`src/rtl/msbbp_pkg.sv`:
```
// Shared types, constants and helpers of the MSB-first bit packer and unpacker.
package msbbp_pkg;

	localparam int STORE_BYTES    = 4096;
	localparam int MAX_FIELD_BITS = 32;
	localparam int ADDR_W         = $clog2(STORE_BYTES);
	localparam int WORD_W         = ADDR_W - 2;
	localparam int ROW_W          = WORD_W - 1;
	localparam int ROWS           = STORE_BYTES / 8;
	localparam int CFG_W          = 13;
	localparam int POS_W          = 16;
	localparam int CNT_W          = 16;

	typedef enum logic [3:0] {
		CMD_PUT     = 4'd0,
		CMD_GET     = 4'd1,
		CMD_PEEK    = 4'd2,
		CMD_SKIP    = 4'd3,
		CMD_SETPOS  = 4'd4,
		CMD_RESTART = 4'd5,
		CMD_CLEAR   = 4'd6,
		CMD_LOAD    = 4'd7,
		CMD_READ    = 4'd8
	} cmd_t;

	// One classified command waiting for the back end.
	typedef struct packed {
		cmd_t              op;
		logic [31:0]       bits;
		logic [CNT_W-1:0]  count;
		logic [POS_W-1:0]  new_pos;
		logic [ADDR_W-1:0] addr;
		logic              pre_ok;
	} entry_t;

	// Bytes of the store in use: register value clipped to the store size.
	function automatic logic [CFG_W-1:0] live_bytes(input logic [CFG_W-1:0] cfg);
		if (cfg > CFG_W'(STORE_BYTES)) begin
			return CFG_W'(STORE_BYTES);
		end
		return cfg;
	endfunction

endpackage

```
`src/rtl/msbbp_front.sv`:
```
// Front end: accept command beats and classify them by the checks that need no position.
module msbbp_front import msbbp_pkg::*; (
	input  logic              in_valid,
	output logic              in_stall,
	input  logic [3:0]        command,
	input  logic [31:0]       bits,
	input  logic [CNT_W-1:0]  bit_count,
	input  logic [POS_W-1:0]  new_position,
	input  logic [ADDR_W-1:0] byte_address,
	input  logic [CFG_W-1:0]  live,
	input  logic              full,
	input  logic              init_busy,
	output logic              push,
	output entry_t            entry
);

	logic len_ok;
	logic addr_ok;

	assign in_stall = full || init_busy;
	assign push     = in_valid && !in_stall;
	assign len_ok   = bit_count <= CNT_W'(MAX_FIELD_BITS);
	assign addr_ok  = {1'b0, byte_address} < live;

	always_comb begin
		entry.op      = cmd_t'(command);
		entry.bits    = bits;
		entry.count   = bit_count;
		entry.new_pos = new_position;
		entry.addr    = byte_address;
		unique case (command) inside
			CMD_PUT, CMD_GET, CMD_PEEK:                entry.pre_ok = len_ok;
			CMD_LOAD, CMD_READ:                        entry.pre_ok = addr_ok;
			CMD_SKIP, CMD_SETPOS, CMD_RESTART, CMD_CLEAR: entry.pre_ok = 1'b1;
			default:                                   entry.pre_ok = 1'b0;
		endcase
	end

endmodule

```
`config.mk`:
```
export PLATFORM = sky130hd
export DESIGN_NAME = msbbp_front
export DESIGN_NICKNAME = d
export VERILOG_FILES = /design/src/rtl/msbbp_pkg.sv /design/src/rtl/msbbp_front.sv
export SDC_FILE = /design/constraint.sdc
export NUM_CORES = 1
export LEC_CHECK = 0
export BUFFER_PORTS_ARGS = -buffer_cell sky130_fd_sc_hd__buf_2
export CAP_MARGIN = 20
export CORE_MARGIN = 10
export CORE_UTILIZATION = 25
export DETAILED_ROUTE_END_ITERATION = 7
export PLACE_DENSITY = 0.77
export REMOVE_ABC_BUFFERS = 1
export SYNTH_ARGS = -nofsm -noshare
export SYNTH_HDL_FRONTEND = slang
export SYNTH_SLANG_ARGS = --single-unit
```
`constraint.sdc`:
```
create_clock -name vclk -period 2.87
set_clock_uncertainty 0.2 [all_clocks]
set_input_delay 0.1435 -clock vclk [all_inputs]
set_output_delay 0.1435 -clock vclk [all_outputs]
set_load 0.01 [all_outputs]
```
## Word-level counts from Yosys, hierarchy flattened

Cells that the tools add are included.

- Flip-flop bits (word level): 0
- Input port bits: 96
- Output and inout bits: 83
- Word-level logic and storage cells: 18

- Magnitude comparators: 2
- Eq/ne operators: 8
- Mux-type cells: 1
- Reduce and logical (&&, ||, !) cells: 7

Operators by type and width:

| cell | count |
|---|---|
| $eq A4 B3 Y1 const B | 4 |
| $le A16 B6 Y1 const B | 1 |
| $lt A12 B13 Y1 | 1 |
| $eq A4 B2 Y1 const B | 2 |
| $eq A4 B1 Y1 const B | 1 |
| $eq A4 B4 Y1 const B | 1 |
| $logic_not A4 Y1 | 1 |
| $reduce_or A4 Y1 | 1 |
| $pmux W1 S3 | 1 |
| $reduce_or A3 Y1 | 1 |
| $reduce_or A2 Y1 | 1 |
| $logic_and A1 B1 Y1 | 1 |
| $logic_not A1 Y1 | 1 |
| $logic_or A1 B1 Y1 | 1 |

## Depth between registers and ports, before layout

- Depth in word-level cells: 3
- Depth in mapped cells: 6
- Depth with buffers taken out: 6

## Least setup slack after synthesis

No wires, ideal clock.

- Path type: input to output
- Start: input live[3]
- End: output entry[0] (netlist bit)
- Arrival time: 1.294 ns
- Data required time: 2.526 ns
- Path slack: 1.233 ns
- Stages on the path: 6
- Path buffers: 0
- Path through: inv_1 ha_1 a21oi_2 a21boi_1 o31a_1 o31ai_1

RTL lines:

| item | line | RTL |
|---|---|---|
| start, declared | msbbp_front.sv:10 | `input logic [CFG_W-1:0] live,` |
| end, declared | msbbp_front.sv:14 | `output entry_t entry` |

==> results.md <==
* Simple-gate share of the synthesized area at 0.1018
* Met3 usage at 0.1739
* Initial Utilization at 0.2627
* FF+latch count at 0
* First-pass iteration count of the detailed router at 4
* Pre-CTS worst setup slack at 1041 ps
* Initial antenna violation count at 0
* Global routing usage on met2 at 0.1289
* Mux share of post-synthesis cell area at 0
* Synth Area in Compound Gates at 0.08906
* Die ar. at 6843 um^2
* Critical Path Source Type: primary input
* Max_slew headroom at 0.7767
* Unique masters post-synth at 24
* Worst Hold Class: primary input to output pin
* Hold buffers post-CTS at 0
* Synth top cells by count: buf_4, inv_1, ha_1
* Top-count cell post-synth: buf_4
* Final worst setup slack at 1053 ps
* Mean area per synthesized cell at 7.339 um^2
* Worst Setup End Kind: output pin
* VDD IR max at 0.00003205 V
* Final-stage net count at 246
* Cell area after synthesis at 983.4 um^2
* Placer Congestion at 0.6792
* IO Port Bufs at 83
* Die height at 82.72 um
* Final Hold Vio Count at 0
* RSZ-0062 raised after global routing: no
* # DRC at 0
* Leak at 0.0005409 uW
* Vias/cell at 4.562
* Yosys top cell by area: buf_4
* Finish-stage setup viols at 0
* FF/Latch Area at 0 um^2
* Core Box Area at 3744 um^2
* DP HPWL at 4.623 mm
* Largest net degree at the start of global routing at 6
* Critical Path RT at 2530 ps
* Number of global-route vias before repair at 929
* Period utilisation layout at 0.6330
* Crit path cell chain: buf_2, ha_1, a21oi_2, a21boi_1, o31a_1, o31ai_1, buf_2
* Final ANT Viol Nets at 0
* Vias at 844
* Worst-Margin Slew at 332.0 ps
* Tmin final at 1817 ps
* GR Overflow Total at 0
* Finished Cell Area at 858.3 um^2
* GRT Overall Usage at 0.1276
* Pins over their slew limit at 0
* Post-synth top area share at 0.6107
* Fmax at 550.4 MHz
* Synthesized-area fraction occupied by adder cells at 0.1399
* Global-route wire length before repair at 6.175 mm
* Chip width at 82.72 um
* Avg WL per Cell at 26.69 um
* Row count at 22
* Post-CTS resize count at 0
* Kind of critical path: primary input to output pin
* Max_cap viols at 0
* Synth area leaders: buf_4, ha_1, inv_1
* Detailed router's first-iteration violation count at 18
* Largest family of logic cells by synthesized area: buffers and inverters
* Sequential fraction of the synthesis area at 0
* CP dominant cell by count: buf_2
* Critical Path Max Stage Delay at 330 ps
* I/O pin count at 179
* Arr. time, crit path at 1470 ps
* Most Crowded Layer GR: met3
* Placed Cells at 185
* Pwr dens at 141.0 nW/um^2
* DP Area at 858.3 um^2
* Area Growth Syn to Fin at -12.72%
* Post-Synthesis Cells at 134
* Setup TNS at 0 ps
* Global-route track usage on met1 at 0.1493
* ANT cells at 0
* Layout filler cell count at 442
* Drt total wl at 4.937 mm
* Critical path's slowest cell: ha_1
* Max Fanout on Critical Path at 3
* Non-Filler Instances at 185
* Final-layout clock buffer total at 0
* Layout cells sized above 1 at 0.6204
* Synth warnings at 0
* Status: complete, no violations
* Post-CTS Setup Bufs at 0
* Multi-input gate area at 334.1 um^2
* XOR/XNOR share of the synthesized area at 0.008906
## layout make-up
cell class,instances,area share
inverter,13,0.05685
tap,48,0.06997
multi-input combinational,41,0.3892
timing repair buffer,83,0.4840
## layer usage
layer | vias to the layer above | share of wire
li1 | 368 | -
met1 | 347 | 0.38
met2 | 121 | 0.31
met3 | 4 | 0.29
met4 | 4 | 0.0030
met5 | - | 0.013
## where the power goes
part           internal, uW  switching [uW]  total [uW]
clock                     0               0           0
combinational          60.5            60.6         121
sequential                0               0           0
total                  60.5            60.6         121
## through the flow
step	util	total power, uW	hold WS (ps)
after global routing	0.2293	136.3	87.05
final	0.2293	121.1	87.01
after global placement	0.2293	120.2	87.07
after floorplan	-	35.22	87.00
after detailed placement	0.2293	123.5	87.07
after CTS	0.2293	124.0	87.07
## placed cells by master, fill, tap and decap left out, types with 2 or more instances in the layout
master,instances
a21o_1,2
a21oi_1,4
buf_2,83
ha_1,11
inv_1,13
nand3_1,2
nand4_1,2
nor2_1,2
nor4_1,3
## path summary, 6_finish.rpt
kind                    end  cells after the start  slack, ps             from
setup / recovery   entry[0]                      7       1050  byte_address[3]
hold / removal    entry[52]                      0         90          bits[7]
## logic make-up (layout without fill, tap and decap cells)
group	Yosys count	count (layout)
AND/OR/NAND/NOR	16	16
buffers and inverters	93	96
AO/OA/AOI/OAI	13	13
adder cells (fa/ha/maj)	11	11
XOR/XNOR	1	1
## worst max-delay path, delay by kind of cell
family / cells / cell delay (ps)
AO/OA/AOI/OAI: 4 / 720
adder cells (fa/ha/maj): 1 / 330
buffers and inverters: 2 / 280
Power figures use the tool's default switching activity.
