==> src/rtl/msbbp_pkg.sv <==
// Shared types, constants and helpers of the MSB-first bit packer and unpacker.
package msbbp_pkg;

	localparam int STORE_BYTES    = 4096;
	localparam int MAX_FIELD_BITS = 32;
	localparam int ADDR_W         = $clog2(STORE_BYTES);
	localparam int WORD_W         = ADDR_W - 2;
	localparam int ROW_W          = WORD_W - 1;
	localparam int ROWS           = STORE_BYTES / 8;
	localparam int CFG_W          = 13;
	localparam int POS_W          = 16;
	localparam int CNT_W          = 16;

	typedef enum logic [3:0] {
		CMD_PUT     = 4'd0,
		CMD_GET     = 4'd1,
		CMD_PEEK    = 4'd2,
		CMD_SKIP    = 4'd3,
		CMD_SETPOS  = 4'd4,
		CMD_RESTART = 4'd5,
		CMD_CLEAR   = 4'd6,
		CMD_LOAD    = 4'd7,
		CMD_READ    = 4'd8
	} cmd_t;

	// One classified command waiting for the back end.
	typedef struct packed {
		cmd_t              op;
		logic [31:0]       bits;
		logic [CNT_W-1:0]  count;
		logic [POS_W-1:0]  new_pos;
		logic [ADDR_W-1:0] addr;
		logic              pre_ok;
	} entry_t;

	// Bytes of the store in use: register value clipped to the store size.
	function automatic logic [CFG_W-1:0] live_bytes(input logic [CFG_W-1:0] cfg);
		if (cfg > CFG_W'(STORE_BYTES)) begin
			return CFG_W'(STORE_BYTES);
		end
		return cfg;
	endfunction

endpackage

==> src/rtl/msbbp_queue.sv <==
// Two-entry queue between the front end and the back end.
module msbbp_queue import msbbp_pkg::*; (
	input  logic   clk,
	input  logic   arst_n,
	input  logic   push,
	input  entry_t push_entry,
	input  logic   pop,
	output logic   full,
	output logic   head_valid,
	output entry_t head
);

	entry_t     slot_q [2];
	logic       wr_ptr_q;
	logic       rd_ptr_q;
	logic [1:0] count_q;

	assign full       = count_q == 2'd2;
	assign head_valid = count_q != 2'd0;
	assign head       = slot_q[rd_ptr_q];

	always_ff @(posedge clk or negedge arst_n) begin
		if (!arst_n) begin
			wr_ptr_q <= 1'b0;
			rd_ptr_q <= 1'b0;
			count_q  <= 2'd0;
		end else begin
			if (push) wr_ptr_q <= ~wr_ptr_q;
			if (pop)  rd_ptr_q <= ~rd_ptr_q;
			count_q <= count_q + {1'b0, push} - {1'b0, pop};
		end
	end

	always_ff @(posedge clk) begin
		if (push) slot_q[wr_ptr_q] <= push_entry;
	end

endmodule

==> config.mk <==
export PLATFORM = sky130hd
export DESIGN_NAME = msbbp_queue
export DESIGN_NICKNAME = d
export VERILOG_FILES = /design/src/rtl/msbbp_pkg.sv /design/src/rtl/msbbp_queue.sv
export SDC_FILE = /design/constraint.sdc
export NUM_CORES = 1
export LEC_CHECK = 0
export BUFFER_PORTS_ARGS = -buffer_cell sky130_fd_sc_hd__clkbuf_2
export CAP_MARGIN = 20
export CORE_ASPECT_RATIO = 1.75
export CORE_UTILIZATION = 50
export CTS_BUF_LIST = sky130_fd_sc_hd__clkbuf_16
export CTS_CLUSTER_DIAMETER = 150
export DETAILED_ROUTE_END_ITERATION = 10
export PLACE_DENSITY = 0.79
export SLEW_MARGIN = 20
export SYNTH_ARGS = -nofsm -noshare
export SYNTH_HDL_FRONTEND = slang
export SYNTH_SLANG_ARGS = --single-unit
==> constraint.sdc <==
create_clock -name clk -period 5.26 [get_ports clk]
set_clock_uncertainty 0.2 [all_clocks]
set_input_delay 0.789 -clock clk [delete_from_list [all_inputs] [get_ports clk]]
set_output_delay 0.789 -clock clk [all_outputs]
set_load 0.005 [all_outputs]
# Word level (Yosys, flattened, before mapping)

Memories as Yosys holds them, arrays and structs flattened.
Cells that the tools add are included.

Output and inout bits: 83
RAM bits: 162
Register bits: 4
Memories kept: 1
Word-level logic and storage cells: 12
Bits of input ports: 85

Add/subtract/negate cells: 2
Bitwise gates (word level): 2
Eq/ne operators: 1
Muxes and demuxes: 2
Reduce and logical (&&, ||, !) cells: 1

Memories:

| memory | depth | bits a word | read ports | clocked after Yosys merged registers in | write ports | line              | source |
|---|---|---|---|---|---|---|---|
| slot_q | 2     | 81          | 1          | 0                                       | 1           | msbbp_queue.sv:13 | `entry_t slot_q [2];` |

Operator list:

| operator                                    | number |
|---|---|
| 2-bit by 1-bit adder with 2-bit output      | 1 |
| 2-bit == test (second input constant)       | 1 |
| 1-bit two-way mux                           | 2 |
| 1-bit inverter                              | 2 |
| 2-bit nonzero test                          | 1 |
| 2-bit by 1-bit subtractor with 2-bit output | 1 |

# Longest topological paths before layout

Gate-level depths: netlist of the first run.

Word-level depth: 2
Depth in mapped cells: 5
Depth with buffers taken out: 5

# Worst setup path after synthesis of the first run

OpenSTA, ideal clock, no wires.

Kind: input to register
Start point: input push
End point: memory slot_q[0][0] in the netlist's numbering (enable)
Data required time: 4.529 ns
Stages: 1
Buffers on the path: 0
Setup time: 0.531 ns
Path slack: 0.200 ns
Arrival time: 4.330 ns
Cells stage by stage: nor2b_1

Longest elaborated chain between the ends: 2

RTL lines:

| what                                    | line              | source |
|---|---|---|
| start, declared                         | msbbp_queue.sv:5  | `input logic push,` |
| 1-bit two-way mux                       | msbbp_queue.sv:35 | `if (push) slot_q[wr_ptr_q] <= push_entry;` |
| 1-bit two-way mux (not written as such) | msbbp_queue.sv:35 |  |
| end, declared                           | msbbp_queue.sv:13 |  |

No other way between the ends.

==> results.yml, run 1 <==
floorplan:
  initial_standard_cell_utilization_of_the_core_pct: 51.55
  die_area_um2: 13360
  core_region_area_um2: 12500
  std_cell_rows: 54
  fp.dieH_um: 152.2
  floorplan.io_pins: 168
  die-width_um: 87.82
final_layout:
  fill_cells: 883
  diodes: 0
  mostFrequentLayoutCells: "clkbuf_2, edfxtp_1, mux2_4, clkbuf_16, clkinv_4"
  seq_area_um2: 4969
  final_common_cell: "clkbuf_2"
  layout-drive-gt1-share_pct: 61.56
  layout.cells.non_filler: 631
  synthToLayoutAreaGrowth_pct: 24.64
  final_net_count: 537
  multi_input_area_um2: 1310
place:
  placed_cells: 596
  io_buffers: 167
  post-dp-hpwl_um: 7336
  pre_cts_slack_ns: 2.232
  globalplace.congestion: 0.7680
logic_synthesis:
  ys_top_cells_by_area: "edfxtp_1, mux2_4, buf_12, dfrtp_1, ha_1"
  synth.ff_latch_count: 166
  synth_warnings: 0
  avgSynthCellArea_um2: 24.13
  synth_top_cell_area_share_pct: 75.50
  mappedNetlistNets: 354
  post_synthesis_instance_total: 267
  synth_largest_area_cell: "edfxtp_1"
  synth_area_um2: 6444
  synth_seq_area_share_pct: 77.05
  synth.lib_cells_used.distinct: 13
routing:
  post_drt_wl_per_cell_um: 17.70
  dr.pass1.iters: 4
  final_antenna_net_count: 0
  count_of_unresolved_drc_violations_after_routing: 0
  avgViaCountPerCell: 4.919
  dr_total_vias: 3104
  drt_wl_total_um: 11170
  iteration_0_drc_count_of_the_detailed_router: 127
sta:
  setup_tns_final_ns: 0
  relative_slew_slack_pct: 31.70
  grt_setup_unrepaired: "no"
  layout_setup_ws_ns: 1.831
  timing.final.crit_share_pct: 65.20
  setup_violations: 0
  fmax_mhz: 291.6
  post-route-min-period_ns: 3.429
  worst_slew_pin_slew_ns: 1.025
  maxSlewViolCount: 0
  whs_ns: 0.3550
  final_hold_viol_count: 0
worst_setup_path:
  worst_setup_path_end_kind: "output port"
  worst-path-max-fanout: 55
  start_kind: "register"
  critPathArrivalTime_ns: 2.44
  wp_data_required_ns: 4.27
  crit_type: "register to output port"
clock_tree:
  postCtsSetupBuffers: 0
  clock_tree.htree_level_count: 4
  cts.root.buffer_cell: "clkbuf_16"
  post_cts_resize_count: 0
  clk_latency_ns: 0.41
  path_clk_slew_ns: 0.06
  cts_sink_count: 166
  cts.path.max_buffers: 2
  tritoncts: "yes"
  numCtsBuffers: 17
min_path:
  hold_path_class: "register to register"
global_route:
  grt_pass1_vias: 3247
  antenna_found_initial: 0
  grt_use_total_pct: 17.47
  grt_max_degree: 82
  gr-total-overflow: 0
  global_route_wire_length_before_repair_um: 16520
power_and_ir_drop:
  ir_worst_vdd_uv: 404.5
  leakagePower_nw: 3.331
  pwr_density_cell_nw_per_um2: 543.1
flow_run:
  max_cap_viol_count: 0
status:
  run_status: "finished, final reports clean"
-- path summary, 6_finish.rpt --
path | end | start | depth (start not counted) | slack (ns)
min in group asynchronous | rd_ptr_q | arst_n | 2 | 0.51
worst min register to register | wr_ptr_q | wr_ptr_q | 1 | 0.35
worst max-delay path | head[50] | rd_ptr_q | 3 | 1.83
worst min-delay path | wr_ptr_q | wr_ptr_q | 1 | 0.35
worst max register to register | slot_q[0][53] | wr_ptr_q | 3 | 3.33
max in group asynchronous | rd_ptr_q | arst_n | 2 | 4.20
-- per-layer routing --
layer / GRT usage, % / vias up / routed length (µm)
li1: - / 1431 / -
met5: 0 / - / 0
met2: 32.04 / 115 / 6551
met1: 16.70 / 1537 / 3737
met3: 4.930 / 21 / 507
met4: 9.758 / 0 / 371
-- repair_timing --
item	in CTS	in global routing
hold endpoints to repair	4	0
setup endpoints to repair	0	0
hold buffers	1	0
-- cells by family (layout without fill, tap and decap cells) --
kind of cell  after synthesis  after routing  share of synthesized area, %
xor+xnor                    3              3                        0.6408
simple gates                4              4                        0.3884
buf+inv                    11            207                         2.777
fa+ha+maj                   2              2                        0.3883
flops                     166            166                         77.05
mux                        81             81                         18.76
-- through the flow --
stage / area, µm² / power, mW / utilization (%)
CTS: 7991 / 4.407 / 63.93
floorplan: 6444 / 2.804 / -
global placement: 7367 / 3.088 / 58.94
global route: 8031 / 4.552 / 64.25
detailed placement: 7367 / 3.131 / 58.94
finish: 8031 / 4.362 / 64.25
-- flip-flops by register name (all words and copies together), names as in the netlist --
register / cells
slot_q: 162
rd_ptr_q: 1
wr_ptr_q: 1
count_q: 2
-- cell type report --
type / count / area share (%)
flip-flops and latches: 166 / 61.86
multi-input cells: 90 / 16.31
repair buffers: 173 / 11.47
clock buffers: 17 / 5.297
well taps: 168 / 2.617
clock inverters: 15 / 2.352
inverters: 2 / 0.09347
-- critical path: stages, from the launching register on --
cell	delay, ns
dfrtp_4	1.10
buf_4	0.45
mux2_4	0.34
clkbuf_2	0.11
-- Yosys cell counts --
| library cell | number |
|---|---|
| or2_2 | 1 |
| buf_6 | 1 |
| nor2b_1 | 2 |
| and2_1 | 1 |
| buf_12 | 8 |
| xor3_1 | 1 |
| mux2_4 | 79 |
| edfxtp_1 | 162 |
| inv_1 | 2 |
| xor2_1 | 2 |
| ha_1 | 2 |
| dfrtp_1 | 4 |
| mux2_2 | 2 |
-- power breakdown --
part	switching (mW)	internal (mW)
sequential	0.186	1.76
clock	0.477	0.789
combinational	0.447	0.706
total	1.11	3.25
(Power assumes the default switching activity.)
==> inputs of run 2 (changes only) <==
==> constraint.sdc (replaced) <==
create_clock -name clk -period 3.2 [get_ports clk]
set_clock_uncertainty 0.2 [all_clocks]
set_input_delay 0.48 -clock clk [delete_from_list [all_inputs] [get_ports clk]]
set_output_delay 0.48 -clock clk [all_outputs]
set_load 0.005 [all_outputs]
==> run 2 against run 1 <==
Against the previous run:
- cell count up 0.32%
- via count increased by 0.29%
- critical endpoint is now head[80]
- sequential power increased by 58%
==> results.yml, run 2 (synthesized netlist as in run 1, its figures left out) <==
worst_setup_path:
  critical_path_slowest_stage_cell: "dfrtp_4"
  delay_contributed_by_the_slowest_stage_of_the_critical_path_ns: 0.67
  wp_data_required_ns: 2.52
  crit_type: "register to output port"
  critPathArrivalTime_ns: 1.90
  worst_setup_path_end_kind: "output port"
  worst-path-max-fanout: 19
  start_kind: "register"
  sequence_of_cells_on_the_critical_path: "buf_4 -> mux2_2 -> clkbuf_2"
clock_tree:
  path_clk_slew_ns: 0.06
  tritoncts: "yes"
  numCtsBuffers: 17
  clk_latency_ns: 0.41
  clock_tree.htree_level_count: 4
  cts.root.buffer_cell: "clkbuf_16"
  cts_sink_count: 166
  cts.path.max_buffers: 2
  post_cts_resize_count: 0
routing:
  dr.pass1.iters: 4
  dr_total_vias: 3113
  avgViaCountPerCell: 4.918
  final_antenna_net_count: 0
  iteration_0_drc_count_of_the_detailed_router: 133
  count_of_unresolved_drc_violations_after_routing: 0
  post_drt_wl_per_cell_um: 17.48
  drt_wl_total_um: 11060
sta:
  relative_slew_slack_pct: 47.46
  whs_ns: 0.05464
  post-route-min-period_ns: 2.580
  setup_tns_final_ns: 0
  setup_violations: 0
  fmax_mhz: 387.5
  maxSlewViolCount: 0
  worst_slew_pin_slew_ns: 0.7864
  grt_setup_unrepaired: "no"
  final_hold_viol_count: 0
  timing.final.crit_share_pct: 80.64
power_and_ir_drop:
  intPower_mw: 5.237
  leakagePower_nw: 3.321
  power.share.switching_pct: 26.44
  p_comb_share_pct: 28.8
  power_frac_seq_pct: 43.2
  net_sw_power_mw: 1.882
  p_clk_share_pct: 28.0
  pwr_density_cell_nw_per_um2: 884.5
  ir_worst_vdd_uv: 595.9
final_layout:
  synthToLayoutAreaGrowth_pct: 24.91
  flip_flop_count_of_the_largest_register_all_copies_and_words_added: 162
  final_net_count: 538
  final_common_cell: "clkbuf_2"
  layout-drive-gt1-share_pct: 62.07
  mostFrequentLayoutCells: "clkbuf_2, edfxtp_1, mux2_4, clkbuf_16, buf_12"
  largestRegisters: "slot_q: 162 flops, count_q: 2 flops"
  reg_with_most_ffs: "slot_q"
floorplan:
  core_region_area_um2: 12500
  fp.dieH_um: 152.2
  floorplan.io_pins: 168
  std_cell_rows: 54
  die-width_um: 87.82
  initial_standard_cell_utilization_of_the_core_pct: 51.55
  die_area_um2: 13360
min_path:
  hold_path_class: "primary input to register"
global_route:
  grt_use_total_pct: 17.45
  grt_max_degree: 48
  gr-total-overflow: 0
  grt_pass1_vias: 3421
  antenna_found_initial: 1
  global_route_wire_length_before_repair_um: 16650
place:
  post-dp-hpwl_um: 7705
  io_buffers: 167
  globalplace.congestion: 0.7665
flow_run:
  max_cap_viol_count: 0
status:
  run_status: "finished, final reports clean"
## run 2: cell types whose count changed in the layout (fill, tap and decap cells not counted), sizes merged
cell | before | now
bufinv | 4 | 2
diode | 0 | 1
buf | 5 | 6
inv | 4 | 7
clkinvlp | 0 | 2
clkinv | 9 | 6
## run 2: layout make-up
| type | count | area [µm²] |
|---|---|---|
| Inverter | 2 | 7.507 |
| Antenna cell | 1 | 2.502 |
| Timing Repair Buffer | 174 | 953.4 |
| Sequential cell | 166 | 4969 |
| Fill cell | 882 | 4451 |
| Clock inverter | 15 | 171.4 |
| Clock buffer | 17 | 425.4 |
| Tap cell | 168 | 210.2 |
| Multi-Input combinational cell | 90 | 1310 |
## run 2: through the flow
step / instances / util (%) / total power [mW] / setup WS, ns / area, µm²
finish: 633 / 64.39 / 7.119 / 0.6196 / 8049
global route: 633 / 64.39 / 7.431 / 0.5252 / 8049
CTS: 632 / 64.37 / 7.213 / 0.5737 / 8046
detailed placement: 599 / 59.52 / 5.217 / 1.010 / 7440
global placement: 599 / 59.52 / 5.136 / 1.054 / 7440
floorplan: 267 / - / 4.592 / 0.1931 / 6451
## run 2: timing repair
| action | in CTS | in global routing |
|---|---|---|
| endpoints found under the hold margin | 4 | 0 |
| hold buffers | 1 | 0 |
| buffers inserted | 0 | 0 |
## run 2: power groups by stage
stage | Combinational, mW | Clock (mW) | Sequential [mW]
finish | 2.05 | 2.00 | 3.07
CTS | 2.10 | 2.03 | 3.08
global route | 2.20 | 2.11 | 3.11
detailed placement | 2.09 | 0 | 3.13
floorplan | 1.56 | 0 | 3.03
global placement | 2.04 | 0 | 3.09
## run 2: metal layers
layer / routed length [µm] / vias up / GRT usage [%]
met4: 405 / 0 / 9.914
met2: 6310 / 117 / 32.12
met3: 596 / 22 / 5.200
met1: 3749 / 1547 / 16.28
met5: 0 / - / 0
li1: - / 1427 / -
## run 2: critical path, delay by kind of cell (launching register included)
kind | cells | cell delay [ns]
muxes | 1 | 0.37
buffers and inverters | 2 | 0.45
DFF | 1 | 0.67
## run 2: worst paths after layout
| kind | startpoint | slack (ns) | end | depth (start not counted) |
|---|---|---|---|---|
| min in group asynchronous | arst_n | 0.21 | count_q[0] | 2 |
| max in group asynchronous | arst_n | 2.42 | rd_ptr_q | 2 |
| worst min register to register | wr_ptr_q | 0.35 | wr_ptr_q | 1 |
| worst max-delay path | rd_ptr_q | 0.62 | head[80] | 3 |
| worst min-delay path | push_entry[53] | 0.05 | slot_q[1][53] | 1 |
| worst max register to register | wr_ptr_q | 1.26 | slot_q[0][38] | 2 |
